===== src/hw/rtl/dtq_pkg.sv =====
`default_nettype none
package dtq_pkg;

   localparam int DEPTH       = 16;
   localparam int MAX_RESULTS = 16;
   localparam int IDX_W       = $clog2(DEPTH);
   localparam int CNT_W       = $clog2(DEPTH + 1);
   localparam int FIRE_W      = $clog2(MAX_RESULTS + 1);

   localparam int KIND_W   = 2;
   localparam int HANDLE_W = 8;
   localparam int DELAY_W  = 20;
   localparam int ID_W     = 31;
   localparam int TIME_W   = 48;
   localparam int RKIND_W  = 3;

   localparam logic [ID_W-1:0] ID_MAX = {ID_W{1'b1}};

   // request kinds
   localparam logic [KIND_W-1:0] KIND_START_ONE = 2'd0;
   localparam logic [KIND_W-1:0] KIND_START_PER = 2'd1;
   localparam logic [KIND_W-1:0] KIND_STOP      = 2'd2;
   localparam logic [KIND_W-1:0] KIND_TICK      = 2'd3;

   // response kinds
   localparam logic [RKIND_W-1:0] RK_STARTED   = 3'd0;
   localparam logic [RKIND_W-1:0] RK_REJECTED  = 3'd1;
   localparam logic [RKIND_W-1:0] RK_STOPPED   = 3'd2;
   localparam logic [RKIND_W-1:0] RK_NOT_FOUND = 3'd3;
   localparam logic [RKIND_W-1:0] RK_EXPIRED   = 3'd4;

   typedef struct packed {
      logic [ID_W-1:0]     id;
      logic [HANDLE_W-1:0] owner;
      logic [TIME_W-1:0]   deadline;
      logic [DELAY_W-1:0]  period;
   } entry_type;

   typedef struct packed {
      logic             wr_en;
      logic [IDX_W-1:0] wr_idx;
      entry_type        wr_entry;
      logic             cnt_inc;
      logic             cnt_dec;
   } tbl_cmd_type;

   typedef struct packed {
      logic [TIME_W-1:0] sum;
      logic              a_le_b;
      logic              a_eq_b;
   } alu_res_type;

   typedef struct packed {
      logic [RKIND_W-1:0]  kind;
      logic [ID_W-1:0]     id;
      logic [HANDLE_W-1:0] handle;
      logic                last;
   } rsp_type;

   function automatic rsp_type mk_rsp(input logic [RKIND_W-1:0] kind,
                                      input logic [ID_W-1:0] id,
                                      input logic [HANDLE_W-1:0] handle,
                                      input logic last);
      rsp_type r;
      r.kind   = kind;
      r.id     = id;
      r.handle = handle;
      r.last   = last;
      return r;
   endfunction

endpackage
`default_nettype wire


===== src/hw/rtl/deadline_timer_queue_top.sv =====
`default_nettype none
// Deadline timer queue: a table of up to DEPTH (16) timers sorted by deadline,
// equal deadlines kept in insertion order.
// Request channel: present req_* with start; the transaction is taken at the
// clock edge where start is high and busy is low. busy stays high while the
// sequencer works on the transaction and drops in the cycle its final result
// shows on the rsp_* ports; a tick with no expiry shows no result.
// Result channel: rsp_valid marks each result for exactly one cycle; rsp_last
// marks the final result of a transaction. The receiver cannot stall.
// A start walks the table from the tail, shifting larger deadlines up. A stop
// scans up to the id, then closes the gap behind it (the two walks cover the
// table once). A tick advances the tick counter, then takes per expiry a check,
// one removal walk, a rearm step and for periodic timers one insert walk, up to
// 16 expiries. The steps share one 48-bit add/compare unit and one table read
// port.
// Reset (synchronous, active high) empties the table, clears the tick counter
// and the last issued id; the next start issues id 1.
module deadline_timer_queue_top (
   input  wire logic                         clock,
   input  wire logic                         reset,
   input  wire logic                         start,
   output logic                              busy,
   input  wire logic [dtq_pkg::KIND_W-1:0]   req_kind,
   input  wire logic [dtq_pkg::HANDLE_W-1:0] req_client_handle,
   input  wire logic [dtq_pkg::DELAY_W-1:0]  req_delay,
   input  wire logic [dtq_pkg::ID_W-1:0]     req_timer_id,
   output logic                              rsp_valid,
   output logic [dtq_pkg::RKIND_W-1:0]       rsp_result_kind,
   output logic [dtq_pkg::ID_W-1:0]          rsp_result_id,
   output logic [dtq_pkg::HANDLE_W-1:0]      rsp_result_handle,
   output logic                              rsp_last
);
   import dtq_pkg::*;

   // sequencer states
   localparam logic [2:0] ST_IDLE   = 3'd0;
   localparam logic [2:0] ST_START  = 3'd1;
   localparam logic [2:0] ST_INSERT = 3'd2;
   localparam logic [2:0] ST_SCAN   = 3'd3;
   localparam logic [2:0] ST_REMOVE = 3'd4;
   localparam logic [2:0] ST_TICK   = 3'd5;
   localparam logic [2:0] ST_CHECK  = 3'd6;
   localparam logic [2:0] ST_REARM  = 3'd7;

   logic [2:0]          state_ff, state_in;
   logic [KIND_W-1:0]   kind_ff, kind_in;
   logic [HANDLE_W-1:0] handle_ff, handle_in;
   logic [DELAY_W-1:0]  delay_ff, delay_in;
   logic [ID_W-1:0]     req_id_ff, req_id_in;
   entry_type           new_ff, new_in;     // entry being inserted
   entry_type           pend_ff, pend_in;   // expired head held until the next check
   logic                pend_valid_ff, pend_valid_in;
   logic [CNT_W-1:0]    pos_ff, pos_in;     // walk position
   logic [FIRE_W-1:0]   fire_cnt_ff, fire_cnt_in;
   logic [ID_W-1:0]     last_id_ff, last_id_in;
   logic [TIME_W-1:0]   now_ff, now_in;
   rsp_type             rsp_ff, rsp_in;
   logic                rsp_valid_ff, rsp_valid_in;

   tbl_cmd_type       cmd;
   logic [IDX_W-1:0]  rd_idx;
   entry_type         rd_entry;
   logic [CNT_W-1:0]  count;
   logic [TIME_W-1:0] op_a, op_b;
   alu_res_type       alu;

   logic [CNT_W-1:0] pos_m1, pos_p1;
   logic [ID_W-1:0]  next_id;
   logic             fire;

   dtq_table u_table (
      .clock    (clock),
      .reset    (reset),
      .cmd      (cmd),
      .rd_idx   (rd_idx),
      .rd_entry (rd_entry),
      .count    (count)
   );

   dtq_alu u_alu (
      .op_a (op_a),
      .op_b (op_b),
      .res  (alu)
   );

   assign pos_m1  = pos_ff - CNT_W'(1);
   assign pos_p1  = pos_ff + CNT_W'(1);
   assign next_id = (last_id_ff == ID_MAX) ? ID_W'(1) : last_id_ff + ID_W'(1);
   // head is due and the per-tick expiry budget is not used up
   assign fire = (fire_cnt_ff < FIRE_W'(MAX_RESULTS)) && (count != '0) && alu.a_le_b;

   always_comb begin
      state_in      = state_ff;
      kind_in       = kind_ff;
      handle_in     = handle_ff;
      delay_in      = delay_ff;
      req_id_in     = req_id_ff;
      new_in        = new_ff;
      pend_in       = pend_ff;
      pend_valid_in = pend_valid_ff;
      pos_in        = pos_ff;
      fire_cnt_in   = fire_cnt_ff;
      last_id_in    = last_id_ff;
      now_in        = now_ff;
      rsp_in        = rsp_ff;
      rsp_valid_in  = 1'b0;
      cmd           = '0;
      rd_idx        = '0;
      op_a          = '0;
      op_b          = '0;

      case (state_ff)
         ST_IDLE: begin
            if (start) begin
               kind_in   = req_kind;
               handle_in = req_client_handle;
               delay_in  = req_delay;
               req_id_in = req_timer_id;
               pos_in    = '0;
               case (req_kind)
                  KIND_START_ONE, KIND_START_PER: state_in = ST_START;
                  KIND_STOP:                      state_in = ST_SCAN;
                  default:                        state_in = ST_TICK;
               endcase
            end
         end

         ST_START: begin
            op_a = now_ff;
            op_b = TIME_W'(delay_ff);
            if (count == CNT_W'(DEPTH)) begin
               rsp_valid_in = 1'b1;
               rsp_in       = mk_rsp(RK_REJECTED, '0, '0, 1'b1);
               state_in     = ST_IDLE;
            end else begin
               last_id_in      = next_id;
               new_in.id       = next_id;
               new_in.owner    = handle_ff;
               new_in.deadline = alu.sum;
               new_in.period   = (kind_ff == KIND_START_PER) ? delay_ff : '0;
               pos_in          = count;
               state_in        = ST_INSERT;
            end
         end

         ST_INSERT: begin
            // walk down from the tail, shift strictly later deadlines up
            rd_idx = (pos_ff == '0) ? '0 : pos_m1[IDX_W-1:0];
            op_a   = rd_entry.deadline;
            op_b   = new_ff.deadline;
            cmd.wr_en  = 1'b1;
            cmd.wr_idx = pos_ff[IDX_W-1:0];
            if ((pos_ff == '0) || alu.a_le_b) begin
               cmd.wr_entry = new_ff;
               cmd.cnt_inc  = 1'b1;
               if (kind_ff == KIND_TICK) begin
                  state_in = ST_CHECK;
               end else begin
                  rsp_valid_in = 1'b1;
                  rsp_in       = mk_rsp(RK_STARTED, new_ff.id, '0, 1'b1);
                  state_in     = ST_IDLE;
               end
            end else begin
               cmd.wr_entry = rd_entry;
               pos_in       = pos_m1;
            end
         end

         ST_SCAN: begin
            rd_idx = pos_ff[IDX_W-1:0];
            op_a   = TIME_W'(rd_entry.id);
            op_b   = TIME_W'(req_id_ff);
            if (pos_ff == count) begin
               rsp_valid_in = 1'b1;
               rsp_in       = mk_rsp(RK_NOT_FOUND, req_id_ff, '0, 1'b1);
               state_in     = ST_IDLE;
            end else if (alu.a_eq_b) begin
               state_in = ST_REMOVE;
            end else begin
               pos_in = pos_p1;
            end
         end

         ST_REMOVE: begin
            // close the gap one entry a cycle
            rd_idx = pos_p1[IDX_W-1:0];
            if (pos_p1 < count) begin
               cmd.wr_en    = 1'b1;
               cmd.wr_idx   = pos_ff[IDX_W-1:0];
               cmd.wr_entry = rd_entry;
               pos_in       = pos_p1;
            end else begin
               cmd.cnt_dec = 1'b1;
               if (kind_ff == KIND_STOP) begin
                  rsp_valid_in = 1'b1;
                  rsp_in       = mk_rsp(RK_STOPPED, req_id_ff, '0, 1'b1);
                  state_in     = ST_IDLE;
               end else begin
                  state_in = ST_REARM;
               end
            end
         end

         ST_TICK: begin
            op_a          = now_ff;
            op_b          = TIME_W'(1);
            now_in        = alu.sum;
            fire_cnt_in   = '0;
            pend_valid_in = 1'b0;
            state_in      = ST_CHECK;
         end

         ST_CHECK: begin
            rd_idx = '0;
            op_a   = rd_entry.deadline;
            op_b   = now_ff;
            // release the held expiry once we know whether another follows
            if (pend_valid_ff) begin
               rsp_valid_in = 1'b1;
               rsp_in       = mk_rsp(RK_EXPIRED, pend_ff.id, pend_ff.owner, !fire);
            end
            if (fire) begin
               pend_in       = rd_entry;
               pend_valid_in = 1'b1;
               fire_cnt_in   = fire_cnt_ff + FIRE_W'(1);
               pos_in        = '0;
               state_in      = ST_REMOVE;
            end else begin
               pend_valid_in = 1'b0;
               state_in      = ST_IDLE;
            end
         end

         ST_REARM: begin
            op_a = pend_ff.deadline;
            op_b = TIME_W'(pend_ff.period);
            if (pend_ff.period != '0) begin
               new_in.id       = pend_ff.id;
               new_in.owner    = pend_ff.owner;
               new_in.deadline = alu.sum;
               new_in.period   = pend_ff.period;
               pos_in          = count;
               state_in        = ST_INSERT;
            end else begin
               state_in = ST_CHECK;
            end
         end

         default: begin
            state_in = ST_IDLE;
         end
      endcase
   end

   // payload registers, no reset
   always_ff @(posedge clock) begin
      kind_ff   <= kind_in;
      handle_ff <= handle_in;
      delay_ff  <= delay_in;
      req_id_ff <= req_id_in;
      new_ff    <= new_in;
      pend_ff   <= pend_in;
      pos_ff    <= pos_in;
      rsp_ff    <= rsp_in;
   end

   always_ff @(posedge clock) begin
      if (reset) begin
         state_ff      <= ST_IDLE;
         pend_valid_ff <= 1'b0;
         fire_cnt_ff   <= '0;
         last_id_ff    <= '0;
         now_ff        <= '0;
         rsp_valid_ff  <= 1'b0;
      end else begin
         state_ff      <= state_in;
         pend_valid_ff <= pend_valid_in;
         fire_cnt_ff   <= fire_cnt_in;
         last_id_ff    <= last_id_in;
         now_ff        <= now_in;
         rsp_valid_ff  <= rsp_valid_in;
      end
   end

   assign busy              = (state_ff != ST_IDLE);
   assign rsp_valid         = rsp_valid_ff;
   assign rsp_result_kind   = rsp_ff.kind;
   assign rsp_result_id     = rsp_ff.id;
   assign rsp_result_handle = rsp_ff.handle;
   assign rsp_last          = rsp_ff.last;

   a_count_bound: assert property (@(posedge clock) disable iff (reset)
      count <= CNT_W'(DEPTH))
      else $error("timer table count exceeds depth");

   a_fire_bound: assert property (@(posedge clock) disable iff (reset)
      fire_cnt_ff <= FIRE_W'(MAX_RESULTS))
      else $error("too many expiries in one tick");

   a_last_idle: assert property (@(posedge clock) disable iff (reset)
      rsp_valid && rsp_last |-> !busy)
      else $error("final result shown while still busy");

   a_mid_busy: assert property (@(posedge clock) disable iff (reset)
      rsp_valid && !rsp_last |-> busy)
      else $error("intermediate result shown while idle");

   a_accept_busy: assert property (@(posedge clock) disable iff (reset)
      start && !busy |=> busy)
      else $error("accepted transaction did not raise busy");

endmodule
`default_nettype wire


===== src/hw/rtl/dtq_alu.sv =====
`default_nettype none
module dtq_alu (
   input  wire logic [dtq_pkg::TIME_W-1:0] op_a,
   input  wire logic [dtq_pkg::TIME_W-1:0] op_b,
   output dtq_pkg::alu_res_type            res
);
   import dtq_pkg::*;

   // one adder, one magnitude compare and one equality compare, shared by the sequencer's steps
   always_comb begin
      res.sum    = op_a + op_b;
      res.a_le_b = (op_a <= op_b);
      res.a_eq_b = (op_a == op_b);
   end

endmodule
`default_nettype wire


===== src/hw/rtl/dtq_table.sv =====
`default_nettype none
module dtq_table (
   input  wire logic                      clock,
   input  wire logic                      reset,
   input  wire dtq_pkg::tbl_cmd_type      cmd,
   input  wire logic [dtq_pkg::IDX_W-1:0] rd_idx,
   output dtq_pkg::entry_type             rd_entry,
   output logic [dtq_pkg::CNT_W-1:0]      count
);
   import dtq_pkg::*;

   entry_type        slots_ff [DEPTH];
   logic [CNT_W-1:0] count_ff;
   logic [CNT_W-1:0] count_in;

   always_ff @(posedge clock) begin
      if (cmd.wr_en) begin
         slots_ff[cmd.wr_idx] <= cmd.wr_entry;
      end
   end

   always_comb begin
      count_in = count_ff;
      if (cmd.cnt_inc) begin
         count_in = count_ff + CNT_W'(1);
      end else if (cmd.cnt_dec) begin
         count_in = count_ff - CNT_W'(1);
      end
   end

   always_ff @(posedge clock) begin
      if (reset) begin
         count_ff <= '0;
      end else begin
         count_ff <= count_in;
      end
   end

   assign rd_entry = slots_ff[rd_idx];
   assign count    = count_ff;

endmodule
`default_nettype wire

===== config.mk =====
export PLATFORM = sky130hd
export DESIGN_NAME = deadline_timer_queue_top
export DESIGN_NICKNAME = d
export VERILOG_FILES = /design/src/hw/rtl/dtq_pkg.sv /design/src/hw/rtl/deadline_timer_queue_top.sv /design/src/hw/rtl/dtq_alu.sv /design/src/hw/rtl/dtq_table.sv
export SDC_FILE = /design/constraint.sdc
export NUM_CORES = 2
export LEC_CHECK = 0
export ABC_AREA = 0
export BUFFER_PORTS_ARGS = -buffer_cell sky130_fd_sc_hd__buf_2
export CAP_MARGIN = 20
export CORE_AREA = 5 5 463 374
export CTS_CLUSTER_DIAMETER = 120
export CTS_CLUSTER_SIZE = 24
export DETAILED_ROUTE_END_ITERATION = 10
export DIE_AREA = 0 0 468 379
export PLACE_DENSITY = 0.72
export SYNTH_ARGS = -nofsm -noshare
export SYNTH_HDL_FRONTEND = slang
export SYNTH_SLANG_ARGS = --single-unit

===== constraint.sdc =====
create_clock -name clock -period 14.65 [get_ports clock]
set_input_delay 2.93 -clock clock [delete_from_list [all_inputs] [get_ports clock]]
set_output_delay 2.93 -clock clock [all_outputs]
set_load 0.05 [all_outputs]

# Word level (Yosys, flattened, before mapping)
# Memories as Yosys holds them, arrays and structs flattened.
# Index checks and enable logic that the tools add are counted.
[totals]
register_bits = 417
ramBits = 1712
memories = 1
input_bits = 64
out_inout_bits = 45
[memory_table]
columns = ["name", "depth", "width", "rd", "rd_ports_with_merged_regs", "wr", "line", "source"]
rows = [
  ["u_table.slots_ff", 16, 107, 1, 0, 1, "dtq_table.sv:12", "entry_type slots_ff [DEPTH];"],
]
[classes]
muxes = 61
order_cmp = 3
add_sub_neg = 7
reduce_logical = 26
n_bitwise = 1
n_eq_ne = 32
[op_table]
columns = ["op", "n"]
rows = [
  ["$mux 107", 3],
  ["$mux 43", 7],
  ["$pmux 48 s6", 1],
  ["$pmux 112 s2", 1],
  ["$pmux 43 s5", 1],
  ["$pmux 107 s2", 1],
  ["$pmux 48 s4", 1],
  ["$mux 112", 1],
  ["$mux 5", 11],
  ["$add 48x48->48", 1],
  ["$eq 48x48->1", 1],
  ["$le 48x48->1", 1],
  ["$pmux 5 s7", 1],
  ["$add 31x1->31 const B", 1],
  ["$eq 31x31->1 const B", 1],
  ["$mux 31", 1],
  ["$ne 2x2->1 const B", 15],
  ["$mux 3", 9],
  ["$pmux 3 s8", 1],
  ["$mux 20", 1],
  ["$reduce_bool 20->1", 1],
  ["$add 5x1->5 const B", 3],
  ["$mux 1", 14],
  ["$eq 3x3->1 const B", 4],
  ["other kinds (34)", 48],
]

# Depth between registers and ports, before layout
# An unclocked memory read counts as a cell.
[logic_depth]
ltp_word = 11
depth_mapped = 33
depth_no_buf = 25

# Cells and area by module
# From an unflattened synthesis, not the netlist that was laid out.
[hier_totals]
cells_unflattened = 5015
area_unflattened_um2 = 88235.9
[by_module_without_submodules]
columns = ["module", "cells_per_inst", "n_inst", "area_each_um2"]
rows = [
  ["dtq_table", 2671, 1, 64304.2],
  ["deadline_timer_queue_top", 1764, 1, 19931.6],
  ["dtq_alu", 580, 1, 4000.1],
]

# Worst setup path before layout
# No wires, ideal clock.
[synth_timing]
path_kind = "reg2reg"
startpoint = "register state_ff[2]"
endpoint = "register new_ff[0] (netlist bit) (enable)"
path_buffers = 3
path_stages_with_launch = 6
t_required_ps = 13930
t_arrival_ps = 8664
period_less_slack_ps = 9385
slack_ps = 5265
path_cell_list = "dfxtp_1 -> buf_4 -> clkbuf_1 -> buf_1 -> nand2_1 -> o21ai_0"
[synth_between]
elab_chain_len = 3
word_cells_on_any_way = 6
[synth_lines]
columns = ["element", "line", "source"]
rows = [
  ["start, declared", "deadline_timer_queue_top.sv:45", "logic [2:0] state_ff, state_in;"],
  ["start signal, assigned", "deadline_timer_queue_top.sv:276", "state_ff <= state_in;"],
  ["$eq 3x3->1 or $eq 3x1->1 (tied branches)", "deadline_timer_queue_top.sv:112", "case (state_ff)"],
  ["$ne 2x2->1 (no line) or $reduce_bool 2->1 (tied branches)", "-", ""],
  ["$reduce_and 3->1 (no line) (*)", "-", ""],
  ["end signal, assigned", "deadline_timer_queue_top.sv:261", "new_ff <= new_in;"],
  ["end, declared", "deadline_timer_queue_top.sv:50", "entry_type new_ff, new_in;"],
]
# Every way passes the cells marked *; elsewhere a longest branch is shown, timed or not.
# A chain may end at the register's enable or synchronous reset.

==> flow_metrics.env <==
export IMPL_grt_pass1_wl_um=363000
export IMPL_comb_power_share=0.452
export IMPL_wl_um=252000
export IMPL_postCtsSetupBuffers=0
export IMPL_ir_drop_mv=0.235
export IMPL_path_clk_slew_ps=120
export IMPL_cts_resized=0
export IMPL_synthTopCellsByArea="edfxtp_1 65%, mux2i_1 11%, nand2_1 2.4%"
export IMPL_drtIter0Drc=7488
export IMPL_fin_nets=6668
export IMPL_maxCapViolCount=0
export IMPL_root_buffer="clkbuf_16"
export IMPL_yosysTopAreaCell="edfxtp_1"
export IMPL_p_per_area_nw_per_um2=225
export IMPL_io_buffers=108
export IMPL_path_max_fanout=184
export IMPL_cpPeakStageDelay_ps=880
export IMPL_ys_flop_type="edfxtp_1"
export IMPL_final_cell_mix="2035 x edfxtp_1, 1009 x mux2i_1, 600 x nand2_1"
export IMPL_cp_start_kind="register"
export IMPL_drive_gt1_frac=0.0875
export IMPL_drc=0
export IMPL_post_place_ws_ps=5140
export IMPL_worst_pin_slew_ps=1180
export IMPL_fin_crit_ps=9800
export IMPL_hold_path_class="reg -> reg"
export IMPL_die_w_um=468
export IMPL_required_ps=15170
export IMPL_setup_viol=0
export IMPL_fin_cells=8811
export IMPL_crit_arrival_ps=10320
export IMPL_avgSynthCellArea_um2=14.3
export IMPL_slowest_stage="buf_4"
export IMPL_syn_num_nets=6691
export IMPL_grt_max_degree=185
export IMPL_yosysTopAreaCellShare=0.654
export IMPL_fin_crit_sh=0.669
export IMPL_htreeDepth=3
export IMPL_via_count=56800
export IMPL_p_leak_nw=37.8
export IMPL_ys_seq_area_frac=0.675
export IMPL_dpl_cell_count=8651
export IMPL_fin_skew_ps=64.4
export IMPL_dieArea_um2=177000
export IMPL_dp_hpwl_um=142000
export IMPL_synth_cell_area_um2=93400
export IMPL_power_mw=22.3
export IMPL_fillers=12800
export IMPL_synth_cell_types=94
export IMPL_cts_tree="done"
export IMPL_synth_seq_cells=2129
export IMPL_critPathBufInv=5
export IMPL_synthToLayoutAreaGrowth_pct=6.21
export IMPL_yosys_warnings=0
export IMPL_via_per_inst=6.45
export IMPL_grt_total_usage=0.277
export IMPL_status="finished, final reports clean"
export IMPL_ctsHoldBuffers=0
export IMPL_seq_power_share=0.408
export IMPL_cts_buffers=98
export IMPL_wl_per_cell_um=28.6
export IMPL_layout_cells_most_common="edfxtp_1"
export IMPL_row_count=135
export IMPL_max_freq_mhz=102
export IMPL_synthArstFlopShare=0
export IMPL_antenna_found_initial=4
export IMPL_drv_slew=0
export IMPL_cp_end_kind="register"
export IMPL_core_area_um2=168000
export IMPL_fin_util=0.590
export IMPL_clockBufferDepth=3
export IMPL_drt_pass1_iterations=6
export IMPL_die_h_um=379
export IMPL_rsz0062_at_grt="no"
export IMPL_grt_overflow=0
export IMPL_clock_latency_ps=810
export IMPL_syn_inst=6517
export IMPL_internal_power_mw=13.2
export IMPL_clkPwrFrac=0.140
export IMPL_crit_top_cell="buf_4"
export IMPL_path_cells="inv_1 > ha_1 > or4b_4 > a22oi_1 > nor2_1 > a21oi_4 > buf_4 > buf_12 > mux2i_1 > mux2i_1 > mux2_2 > o221ai_1 > ha_1 > nand3_1 > or4_1 > o22a_1 > a31oi_1 > a211o_4 > nand3_4 > buf_4 > nand2_2 > buf_4 > a22o_1"
export IMPL_clock_sinks=2129
export IMPL_switching_power_mw=9.16
export IMPL_antenna_left=0
export IMPL_layout_setup_ws_ps=4850
export IMPL_place_congestion=0.977
export IMPL_io_pin_count=109
export IMPL_tns_ps=0
export IMPL_initial_core_util=0.556
export IMPL_final_hold_viol_count=0
export IMPL_worst_path_dominant_cell_family="buffers and inverters"
export IMPL_first_global_vias=53700
export IMPL_synth_edf_count=2035
export IMPL_switching_share=0.410
export IMPL_worstSetupPathType="reg -> reg"
export IMPL_relSlewSlack=0.212
-- through the flow --
| stage | area (um2) | hold slack, ps |
|---|---|---|
| global placement | 96300 | 454 |
| floorplan | 93400 | 442 |
| global route | 99200 | 494 |
| finish | 99200 | 476 |
| detailed placement | 96400 | 462 |
| CTS | 99200 | 476 |
-- power groups by stage --
stage                     Sequential, mW  Combinational, mW  Clock, mW
after floorplan                     9.33               6.65          0
after global placement              9.23               9.65          0
after detailed placement            9.24               9.86          0
after CTS                           9.11               9.91       3.16
after global routing                9.15               10.7       3.38
final                               9.12               10.1       3.13
-- per-layer routing --
layer  routed length, um  up-vias  GRT usage
met5                  23        -          0
met3               25200      489     0.0478
met2              112000     3076      0.419
met1              106000    28600      0.416
met4                8810        4     0.0848
li1                    -    24600          -
-- final cells by class --
class                      count  area [um2]  share of cell area
sequential                  2129       63000               0.635
multi-input combinational   3788       27800               0.280
tap                         2260        2830              0.0285
clock buffer                 146        2630              0.0265
timing repair buffer         287        2040              0.0205
inverter                     190         713             0.00719
clock inverter                 9         159             0.00160
antenna                        2        5.00           0.0000505
-- synth_stat cells, types with 8 or more instances --
master and instances:
buf_4 75, a32oi_1 16, and3_1 29, a31oi_1 92, xnor2_1 67, mux2i_1 1009
buf_6 23, buf_2 108, a21o_1 48, o21a_1 17, nor3b_1 8, nand3b_1 9
and2_1 167, clkbuf_1 169, a311oi_1 67, o21ai_0 232, buf_1 33, nand4_1 13
nand2b_1 11, nand3_1 49, inv_1 188, nor3_1 37, a221o_1 10, a22oi_1 32
ha_1 108, a211oi_1 242, edfxtp_1 2035, xor2_1 31, a221oi_1 10, nand2_1 604
nor2_1 211, a21oi_1 240, a22o_1 97, dfxtp_1 94, o21bai_1 17, o211ai_1 13
mux2_2 99, nor2b_1 35, o31ai_1 29, or3_1 13, nor4_1 20
-- logic make-up after synthesis --
logic type,Yosys count,synth area share
AND/OR/NAND/NOR,1237,0.0612
adder cells (fa/ha/maj),110,0.0149
buffers and inverters,600,0.0305
AO/OA/AOI/OAI,1235,0.0897
flip-flops,2129,0.675
multiplexers,1108,0.120
XOR/XNOR,98,0.00919
-- worst min-delay path: cells and delay by family, from the launching register on --
kind / cells / cell delay [ps]
flip-flops: 1 / 330
AO/OA/AOI/OAI: 1 / 50
AND/OR/NAND/NOR: 1 / 50
-- flip-flops by register name, summed over array words and instances, names as in the netlist, 20 cells and up --
name / flops
last_id_ff: 31
req_id_ff: 31
delay_ff: 20
rsp_result_id: 31
u_table.slots_ff: 1712
new_ff: 107
now_ff: 48
pend_ff: 107
-- final timing paths --
kind | from | to | slack, ps | cells past startpoint
setup reg to reg | pos_ff[1] | u_table.slots_ff[2][0] | 4850 | 23
hold reg to reg | now_ff[10] | now_ff[10] | 480 | 2
hold / removal | now_ff[10] | now_ff[10] | 480 | 2
setup / recovery | pos_ff[1] | u_table.slots_ff[2][0] | 4850 | 23
Power figures use the tool's default switching activity.
